### config.mk
export PLATFORM = sky130hd
export DESIGN_NAME = page_frame_replacement_fifo_lru_unit
export DESIGN_NICKNAME = d
export VERILOG_FILES = /design/src/design/pfr_pkg.sv /design/src/design/pfr_cell.sv /design/src/design/page_frame_replacement_fifo_lru_unit.sv
export SDC_FILE = /design/constraint.sdc
export NUM_CORES = 1
export LEC_CHECK = 0
export ABC_AREA = 1
export ABC_CLOCK_PERIOD_IN_PS = 4010
export BUFFER_PORTS_ARGS = -buffer_cell sky130_fd_sc_hd__buf_2
export CAP_MARGIN = 20
export CORE_ASPECT_RATIO = 0.5
export CORE_UTILIZATION = 32
export DETAILED_ROUTE_END_ITERATION = 12
export PLACE_DENSITY_LB_ADDON = 0.1
export SYNTH_ARGS = -nofsm -noshare
export SYNTH_HDL_FRONTEND = slang
export SYNTH_HIERARCHICAL = 1
export SYNTH_SLANG_ARGS = --single-unit
export TNS_END_PERCENT = 30
### constraint.sdc
create_clock -name clk -period 4.01 [get_ports clk]
set_input_delay 0.2005 -clock clk [delete_from_list [all_inputs] [get_ports clk]]
set_output_delay 0.2005 -clock clk [all_outputs]
set_load 0.01 [all_outputs]
### src/design/pfr_pkg.sv
// Package for the page frame replacement unit.
// Holds the default sizes, register indexes, controller states and the cell command type.
// No dependencies.
package pfr_pkg;

    localparam int DEF_MAX_FRAMES = 8;
    localparam int DEF_PAGE_BITS  = 16;

    localparam int REQ_PAGE_W  = 16;
    localparam int SLOT_W      = 3;
    localparam int FAULT_W     = 32;
    localparam int CFG_IDX_W   = 1;
    localparam int CFG_DATA_W  = 4;
    localparam int LIMIT_W     = 4;

    localparam logic [CFG_IDX_W-1:0] REG_POLICY_MODE   = 1'b0;
    localparam logic [CFG_IDX_W-1:0] REG_FRAMES_IN_USE = 1'b1;

    localparam logic POLICY_FIFO = 1'b0;
    localparam logic POLICY_LRU  = 1'b1;

    localparam logic [LIMIT_W-1:0] LIMIT_RESET = 4'd4;

    typedef enum logic [1:0] {
        ST_IDLE,
        ST_LOOKUP,
        ST_UPDATE
    } state_t;

    typedef struct packed {
        logic en;
        logic age_all;
    } cell_op_t;

endpackage

### src/design/pfr_cell.sv
// One page frame of the replacement chain: page, valid bit and age rank.
// Compares the request, adds its hit and victim data to the chain, and applies updates.
// Depends on pfr_pkg.
module pfr_cell #(
    parameter int PAGE_BITS = 16,
    parameter int RANK_W    = 3,
    parameter int IDX_W     = 3,
    parameter int CELL_IDX  = 0
) (
    input  logic                 clk,
    input  logic                 rst_n,
    input  logic [PAGE_BITS-1:0] req_page,
    input  logic [RANK_W-1:0]    oldest_rank,
    input  pfr_pkg::cell_op_t    op,
    input  logic [IDX_W-1:0]     target_idx,
    input  logic [RANK_W-1:0]    bound,
    input  logic                 hit_in,
    input  logic [IDX_W-1:0]     hit_idx_in,
    input  logic [RANK_W-1:0]    hit_rank_in,
    input  logic [IDX_W-1:0]     vic_idx_in,
    input  logic [PAGE_BITS-1:0] vic_page_in,
    output logic                 hit_out,
    output logic [IDX_W-1:0]     hit_idx_out,
    output logic [RANK_W-1:0]    hit_rank_out,
    output logic [IDX_W-1:0]     vic_idx_out,
    output logic [PAGE_BITS-1:0] vic_page_out
);
    import pfr_pkg::*;

    localparam logic [IDX_W-1:0] MY_IDX = IDX_W'(CELL_IDX);

    logic [PAGE_BITS-1:0] page_reg;
    logic [PAGE_BITS-1:0] page_next;
    logic                 valid_reg;
    logic                 valid_next;
    logic [RANK_W-1:0]    rank_reg;
    logic [RANK_W-1:0]    rank_next;
    logic                 match;
    logic                 victim;
    logic                 target;
    logic                 age;

    assign match  = valid_reg && (page_reg == req_page);
    assign victim = valid_reg && (rank_reg == oldest_rank);
    assign target = op.en && (target_idx == MY_IDX);
    assign age    = op.en && valid_reg && (op.age_all || (rank_reg < bound));

    assign hit_out      = hit_in | match;
    assign hit_idx_out  = hit_idx_in | (match ? MY_IDX : '0);
    assign hit_rank_out = hit_rank_in | (match ? rank_reg : '0);
    assign vic_idx_out  = vic_idx_in | (victim ? MY_IDX : '0);
    assign vic_page_out = vic_page_in | (victim ? page_reg : '0);

    always_comb
    begin
        page_next  = page_reg;
        valid_next = valid_reg;
        rank_next  = rank_reg;
        if (target)
        begin
            page_next  = req_page;
            valid_next = 1'b1;
            rank_next  = '0;
        end
        else if (age)
        begin
            rank_next = rank_reg + RANK_W'(1);
        end
    end

    always_ff @(posedge clk or negedge rst_n)
    begin
        if (!rst_n)
        begin
            valid_reg <= 1'b0;
            rank_reg  <= '0;
        end
        else
        begin
            valid_reg <= valid_next;
            rank_reg  <= rank_next;
        end
    end

    always_ff @(posedge clk)
    begin
        page_reg <= page_next;
    end

endmodule

### src/design/page_frame_replacement_fifo_lru_unit.sv
// Top level of the FIFO / LRU page frame replacement unit.
// Holds the controller, configuration registers and the chain of pfr_cell frames.
// Depends on pfr_pkg and pfr_cell.
//
// Channel    Direction  Handshake        Payload
// request    in         start, busy      page_number
// result     out        done             hit, slot, evicted_valid, evicted_page, fault_count
// config     in         wr_en            wr_index, wr_data
//
// A request passes through the accept edge, a lookup cycle in which the frame chain
// resolves hit and victim, and an update cycle in which the frames apply the new ranks.
// The result strobe done is high during the update cycle and busy is low again after it.
// Reset clears all frames, the fault count and the configuration to its defaults.
// The receiver cannot stall; results are never held back.
module page_frame_replacement_fifo_lru_unit #(
    parameter int MAX_FRAMES = pfr_pkg::DEF_MAX_FRAMES,
    parameter int PAGE_BITS  = pfr_pkg::DEF_PAGE_BITS
) (
    input  logic                             clk,
    input  logic                             rst_n,
    input  logic                             start,
    output logic                             busy,
    input  logic [pfr_pkg::REQ_PAGE_W-1:0]   page_number,
    output logic                             done,
    output logic                             hit,
    output logic [pfr_pkg::SLOT_W-1:0]       slot,
    output logic                             evicted_valid,
    output logic [pfr_pkg::REQ_PAGE_W-1:0]   evicted_page,
    output logic [pfr_pkg::FAULT_W-1:0]      fault_count,
    input  logic                             wr_en,
    input  logic [pfr_pkg::CFG_IDX_W-1:0]    wr_index,
    input  logic [pfr_pkg::CFG_DATA_W-1:0]   wr_data
);
    import pfr_pkg::*;

    localparam int IDX_W  = (MAX_FRAMES > 1) ? $clog2(MAX_FRAMES) : 1;
    localparam int RANK_W = IDX_W;
    localparam int CNT_W  = $clog2(MAX_FRAMES + 1);
    localparam int CMP_W  = ((CNT_W > LIMIT_W) ? CNT_W : LIMIT_W) + 1;
    localparam logic [CMP_W-1:0] MAX_CMP = CMP_W'(MAX_FRAMES);

    state_t state_reg;
    state_t state_next;
    logic   accept;
    logic   in_lookup;
    logic   in_update;

    logic                 policy_reg;
    logic [LIMIT_W-1:0]   limit_reg;
    logic [PAGE_BITS-1:0] req_reg;
    logic [CNT_W-1:0]     filled_reg;
    logic [FAULT_W-1:0]   faults_reg;

    logic                 op_en_reg;
    logic                 op_age_all_reg;
    logic [IDX_W-1:0]     target_reg;
    logic [RANK_W-1:0]    bound_reg;
    cell_op_t             op;

    logic                 done_reg;
    logic                 hit_reg;
    logic [SLOT_W-1:0]    slot_reg;
    logic                 ev_valid_reg;
    logic [REQ_PAGE_W-1:0] ev_page_reg;

    logic [PAGE_BITS+REQ_PAGE_W-1:0] req_ext;
    logic [CNT_W-1:0]     filled_m1;
    logic [RANK_W-1:0]    oldest_rank;
    logic [CMP_W-1:0]     limit_cmp;
    logic [CMP_W-1:0]     limit_eff;
    logic                 fill;
    logic                 found;
    logic [IDX_W-1:0]     slot_sel;
    logic [IDX_W+SLOT_W-1:0] slot_ext;
    logic [PAGE_BITS+REQ_PAGE_W-1:0] ev_ext;

    logic                 hit_ch      [0:MAX_FRAMES];
    logic [IDX_W-1:0]     hit_idx_ch  [0:MAX_FRAMES];
    logic [RANK_W-1:0]    hit_rank_ch [0:MAX_FRAMES];
    logic [IDX_W-1:0]     vic_idx_ch  [0:MAX_FRAMES];
    logic [PAGE_BITS-1:0] vic_page_ch [0:MAX_FRAMES];

    assign accept = start && (state_reg == ST_IDLE);

    always_comb
    begin
        state_next = state_reg;
        unique case (state_reg)
            ST_IDLE:
            begin
                if (start)
                begin
                    state_next = ST_LOOKUP;
                end
            end
            ST_LOOKUP: state_next = ST_UPDATE;
            ST_UPDATE: state_next = ST_IDLE;
            default:   state_next = ST_IDLE;
        endcase
    end

    always_comb
    begin
        busy      = 1'b1;
        in_lookup = 1'b0;
        in_update = 1'b0;
        unique case (state_reg)
            ST_IDLE:   busy      = 1'b0;
            ST_LOOKUP: in_lookup = 1'b1;
            ST_UPDATE: in_update = 1'b1;
            default:   busy      = 1'b1;
        endcase
    end

    always_ff @(posedge clk or negedge rst_n)
    begin
        if (!rst_n)
        begin
            state_reg <= ST_IDLE;
        end
        else
        begin
            state_reg <= state_next;
        end
    end

    always_ff @(posedge clk or negedge rst_n)
    begin
        if (!rst_n)
        begin
            policy_reg <= POLICY_FIFO;
            limit_reg  <= LIMIT_RESET;
        end
        else if (wr_en)
        begin
            unique case (wr_index)
                REG_POLICY_MODE:   policy_reg <= wr_data[0];
                REG_FRAMES_IN_USE: limit_reg  <= wr_data[LIMIT_W-1:0];
                default:           policy_reg <= policy_reg;
            endcase
        end
    end

    assign req_ext = {{PAGE_BITS{1'b0}}, page_number};

    always_ff @(posedge clk)
    begin
        if (accept)
        begin
            req_reg <= req_ext[PAGE_BITS-1:0];
        end
    end

    assign filled_m1   = filled_reg - CNT_W'(1);
    assign oldest_rank = filled_m1[RANK_W-1:0];
    assign limit_cmp   = CMP_W'(limit_reg);

    always_comb
    begin
        priority if (limit_cmp == '0)
        begin
            limit_eff = CMP_W'(1);
        end
        else if (limit_cmp > MAX_CMP)
        begin
            limit_eff = MAX_CMP;
        end
        else
        begin
            limit_eff = limit_cmp;
        end
    end

    assign fill  = CMP_W'(filled_reg) < limit_eff;
    assign found = hit_ch[MAX_FRAMES];

    always_comb
    begin
        priority if (found)
        begin
            slot_sel = hit_idx_ch[MAX_FRAMES];
        end
        else if (fill)
        begin
            slot_sel = filled_reg[IDX_W-1:0];
        end
        else
        begin
            slot_sel = vic_idx_ch[MAX_FRAMES];
        end
    end

    assign slot_ext = {{SLOT_W{1'b0}}, slot_sel};
    assign ev_ext   = {{REQ_PAGE_W{1'b0}}, vic_page_ch[MAX_FRAMES]};

    always_ff @(posedge clk or negedge rst_n)
    begin
        if (!rst_n)
        begin
            filled_reg <= '0;
            faults_reg <= '0;
            done_reg   <= 1'b0;
            op_en_reg  <= 1'b0;
        end
        else
        begin
            done_reg  <= in_lookup;
            op_en_reg <= in_lookup && (!found || (policy_reg == POLICY_LRU));
            if (in_lookup && !found)
            begin
                if (faults_reg != '1)
                begin
                    faults_reg <= faults_reg + FAULT_W'(1);
                end
                if (fill)
                begin
                    filled_reg <= filled_reg + CNT_W'(1);
                end
            end
        end
    end

    always_ff @(posedge clk)
    begin
        if (in_lookup)
        begin
            op_age_all_reg <= !found && fill;
            target_reg     <= slot_sel;
            bound_reg      <= found ? hit_rank_ch[MAX_FRAMES] : oldest_rank;
            hit_reg        <= found;
            slot_reg       <= slot_ext[SLOT_W-1:0];
            ev_valid_reg   <= !found && !fill;
            ev_page_reg    <= (!found && !fill) ? ev_ext[REQ_PAGE_W-1:0] : '0;
        end
    end

    assign op.en      = op_en_reg && in_update;
    assign op.age_all = op_age_all_reg;

    assign hit_ch[0]      = 1'b0;
    assign hit_idx_ch[0]  = '0;
    assign hit_rank_ch[0] = '0;
    assign vic_idx_ch[0]  = '0;
    assign vic_page_ch[0] = '0;

    for (genvar g = 0; g < MAX_FRAMES; g++)
    begin : g_cell
        pfr_cell #(
            .PAGE_BITS (PAGE_BITS),
            .RANK_W    (RANK_W),
            .IDX_W     (IDX_W),
            .CELL_IDX  (g)
        ) u_cell (
            .clk          (clk),
            .rst_n        (rst_n),
            .req_page     (req_reg),
            .oldest_rank  (oldest_rank),
            .op           (op),
            .target_idx   (target_reg),
            .bound        (bound_reg),
            .hit_in       (hit_ch[g]),
            .hit_idx_in   (hit_idx_ch[g]),
            .hit_rank_in  (hit_rank_ch[g]),
            .vic_idx_in   (vic_idx_ch[g]),
            .vic_page_in  (vic_page_ch[g]),
            .hit_out      (hit_ch[g+1]),
            .hit_idx_out  (hit_idx_ch[g+1]),
            .hit_rank_out (hit_rank_ch[g+1]),
            .vic_idx_out  (vic_idx_ch[g+1]),
            .vic_page_out (vic_page_ch[g+1])
        );
    end

    assign done          = done_reg;
    assign hit           = hit_reg;
    assign slot          = slot_reg;
    assign evicted_valid = ev_valid_reg;
    assign evicted_page  = ev_page_reg;
    assign fault_count   = faults_reg;

endmodule

==> impl_results.md <==
* Status: completed
* Row Count at 55
* Data arrival, critical path at around 4 ns
* Fillers at 4720
* HP Class: input port to flop
* PortBufs at 79
* Clock Sinks at 246
* Longest Clk Path Bufs at 3
* Warnings, synthesis at 6
* DRC Markers at 0
* Slew @ Worst Pin at 0.874 ns
* Clk root buf: clkbuf_16
* Fin cells at 2613
* Initial Util at 32.9%
* Routed len/inst at ~15 microns
* Starting DRC count in detailed routing at 708
* Dpl cells at 2536
* Horiz. Die Dim at roughly 300 microns
* Largest net degree at the start of global routing at 61
* Critical path type: flop to flop
* DIE AREA at 48100 sq um
* CTS Buf Count at 27
* Slowest stage cell, crit path: edfxtp_1
* Skew final at 0.0172 ns
* Antenna violations before repair at 1
* Clock Latency Late Sink at about 0.56 ns
* Crit. End Element: flop
* Post-synth cell types at 39
* Final hold slack at 0.0538 ns
* Overflow after GRT at 0
* DRT Pass-1 Iters at 7
* Clk pin slew, worst setup/hold paths at 0.06 ns
* First-pass GRT wire length at 63.8 mm
* Final net count at between 2000 and 2500
* Tmin final at 3.63 ns
* Post-Syn Instances at 1816
* Vias per cell at 4.31
* CTS tree: done
* Final period util at approximately nine tenths
* Power Total at 0.00747 W
* Mapped Area at ~15000 sq um
* Seq pwr share at 42.2%
* Combinational Power Share at 22.6%
* Crit-path max cell delay at 0.90 ns
* Multi-input gate area at 6520 sq um
* Worst EP required at 4.32 ns
* Maxcap violations at 0
* Seq. cell area at 7000 sq um
* CTS H-tree depth at 1
* Pint at 0.00516 W
* Total routed wirelength at 39.8 mm
* CP dominant cell by count: nand2_1
* Max reg flops at 128
* RSZ-0062 raised after global routing: false
* Crit Path Max Fanout at 17
* Fmax at 0.275 GHz
* Core area at 45900 sq um
* Clk pwr share at 35.2%
* Area Growth Syn to Fin at 15.4%
* Worst path cell trace: xnor2_1 -> nand3_1 -> nor2_1 -> nand3_1 -> nand2_1 -> inv_1 -> nand2_1 -> inv_1 -> nand2_1 -> inv_1 -> nand2_1 -> inv_1 -> nand2_1 -> inv_1 -> nand2_1 -> inv_1 -> nand2_1 -> inv_1 -> nand2_1 -> buf_4 -> clkinv_1 -> nand2_1 -> buf_4 -> nor2_1
* Final Hold Violating Endpoints at 0
* ANT nets after route at 0
* Tot GR Track Use at 17.0%
* Fraction of layout cells with a size suffix above 1 at 12.5%
* Switching pwr at 0.00231 W
* Fin Setup TNS at 0 ns
* Sequential share of the synthesized area at a little under half
* WHS Path Cells at 3
* Max-slew violations at 0
* Post-synthesis register bit count at 246
* Leak at 8.51 nW
* DP Wirelength at 29.3 mm
* Vias in the first global route at approximately 11000
* Die Ht at ~160 microns
* P per Cell Area at approximately 430 nW/um^2
* Relative slew slack at 41.7%
* Cells on worst reg2reg path at 24
* Final setup violation count at 0
* Number of I/O pins at 80
* DR vias at 11273
* Worst setup SP type: flop
* Switching share of power at 30.9%
* Syn_area_per_cell at ~8.3 sq um
* GP Congestion at 0.802
* Finished Core Util at a little under two fifths
* Maximum vdd ir drop at around 260 uV
## placed cells by master (no fill, tap or decap), types with 6 or more instances in the layout
cell type and count:
xor2_1 17, clkinv_1 6, a21o_1 8, nand4_2 7
a21oi_1 18, clkbuf_16 27, nand2_1 562, buf_2 78
edfxtp_1 169, clkbuf_1 6, dfrtp_1 76, conb_1 26
nand3_1 64, nor2_1 142, o21bai_4 7, ha_1 30
nand4_1 60, o21bai_2 61, o21ai_0 21, buf_4 31
inv_1 355, o21bai_1 60, dlygate4sd3_1 24, nand3b_1 17
xnor2_1 69
## routing by layer
metal | wire length, microns | track usage [%] | vias to the layer above
met3 | 1660 | 2.61 | 38
met4 | 546 | 2.69 | 0
met1 | 22100 | 27.3 | 5087
met5 | 0 | 0 | -
li1 | - | - | 5979
met2 | 15400 | 23.8 | 169
## timing repair
item | in CTS | in global routing
gates resized for setup | 0 | 0
hold endpoints to repair | 80 | 0
hold buffers | 24 | 0
setup endpoints to repair | 0 | 18
buffers inserted | 0 | 2
## worst paths after layout
check | end | slack, ns | from
setup / recovery | evicted_page[9]$_SDFFCE_PN0P_ | 0.38 | req_reg[8]$_DFFE_PP_
hold / removal | limit_reg[3]$_DFFE_PN0P_ | 0.05 | wr_index
setup reg to reg | evicted_page[9]$_SDFFCE_PN0P_ | 0.38 | req_reg[8]$_DFFE_PP_
hold reg to reg | limit_reg[0]$_DFFE_PN0P_ | 0.49 | limit_reg[0]$_DFFE_PN0P_
max in group asynchronous | fault_count[6]$_DFFE_PN0P_ | 2.87 | rst_n
min in group asynchronous | g_cell[7].u_cell/rank_reg[0]$_DFFE_PN0P_ | 0.28 | rst_n
## cells by family (layout without fill, tap and decap cells)
| group | Yosys count | count (layout) | share of synthesized area, % |
|---|---|---|---|
| XOR/XNOR | 86 | 86 | 4.99 |
| adder cells (fa/ha/maj) | 30 | 30 | 2.48 |
| other | 1 | 27 | 0.0248 |
| multiplexers | 2 | 2 | 0.149 |
| flip-flops | 246 | 246 | 46.4 |
| buffers and inverters | 400 | 544 | 11.2 |
| AO/OA/AOI/OAI | 178 | 178 | 10.2 |
| AND/OR/NAND/NOR | 873 | 873 | 24.6 |
## power groups by stage
stage	Combinational [W]	Clock, W	Sequential, W
floorplan	0.00119	0	0.00318
global placement	0.00167	0	0.00321
detailed placement	0.00167	0	0.00321
CTS	0.00170	0.00271	0.00316
global route	0.00191	0.00282	0.00318
finish	0.00169	0.00263	0.00315
## cells in the mapped netlist, drive strengths merged
cell	n	area (sq um)
xnor2	69	604
a21o	8	60.1
clkbuf	1	3.75
nor3	6	35.0
a31oi	1	6.26
mux2	2	22.5
nand3	66	340
nand4	68	484
nand2	565	2130
a21oi	18	90.1
o21ai	23	115
dfstp	1	26.3
nand3b	17	128
ha	30	375
clkinv	1	3.75
inv	360	1350
xor2	17	149
edfxtp	169	5070
conb	1	3.75
o21bai	128	1270
buf	38	327
dfrtp	76	1900
nor2	148	581
or2	3	18.8
## cell type report
| type | count | area share, % |
|---|---|---|
| antenna | 1 | 0.0144 |
| clock buffer | 35 | 4.16 |
| clock inverter | 15 | 1.00 |
| inverter | 361 | 7.79 |
| multi-input combinational | 1195 | 37.4 |
| sequential | 246 | 40.2 |
| tap | 627 | 4.50 |
| timing repair buffer | 133 | 4.95 |
## critical path, delay by kind of cell, from the launching register on
kind	cells	cell delay (ns)
and+or+nand+nor	13	1.22
DFF	1	0.90
xor gates and xnor gates	1	0.20
buffers and inverters	10	1.03
## per-stage QoR
stage / cell area (sq um) / setup slack [ns]
after CTS: 17400 / 0.287
after global routing: 17400 / 0.00755
after floorplan: 15200 / 0.387
after global placement: 16300 / 0.285
after detailed placement: 16300 / 0.283
final: 17400 / 0.375
(Power assumes the default switching activity.)
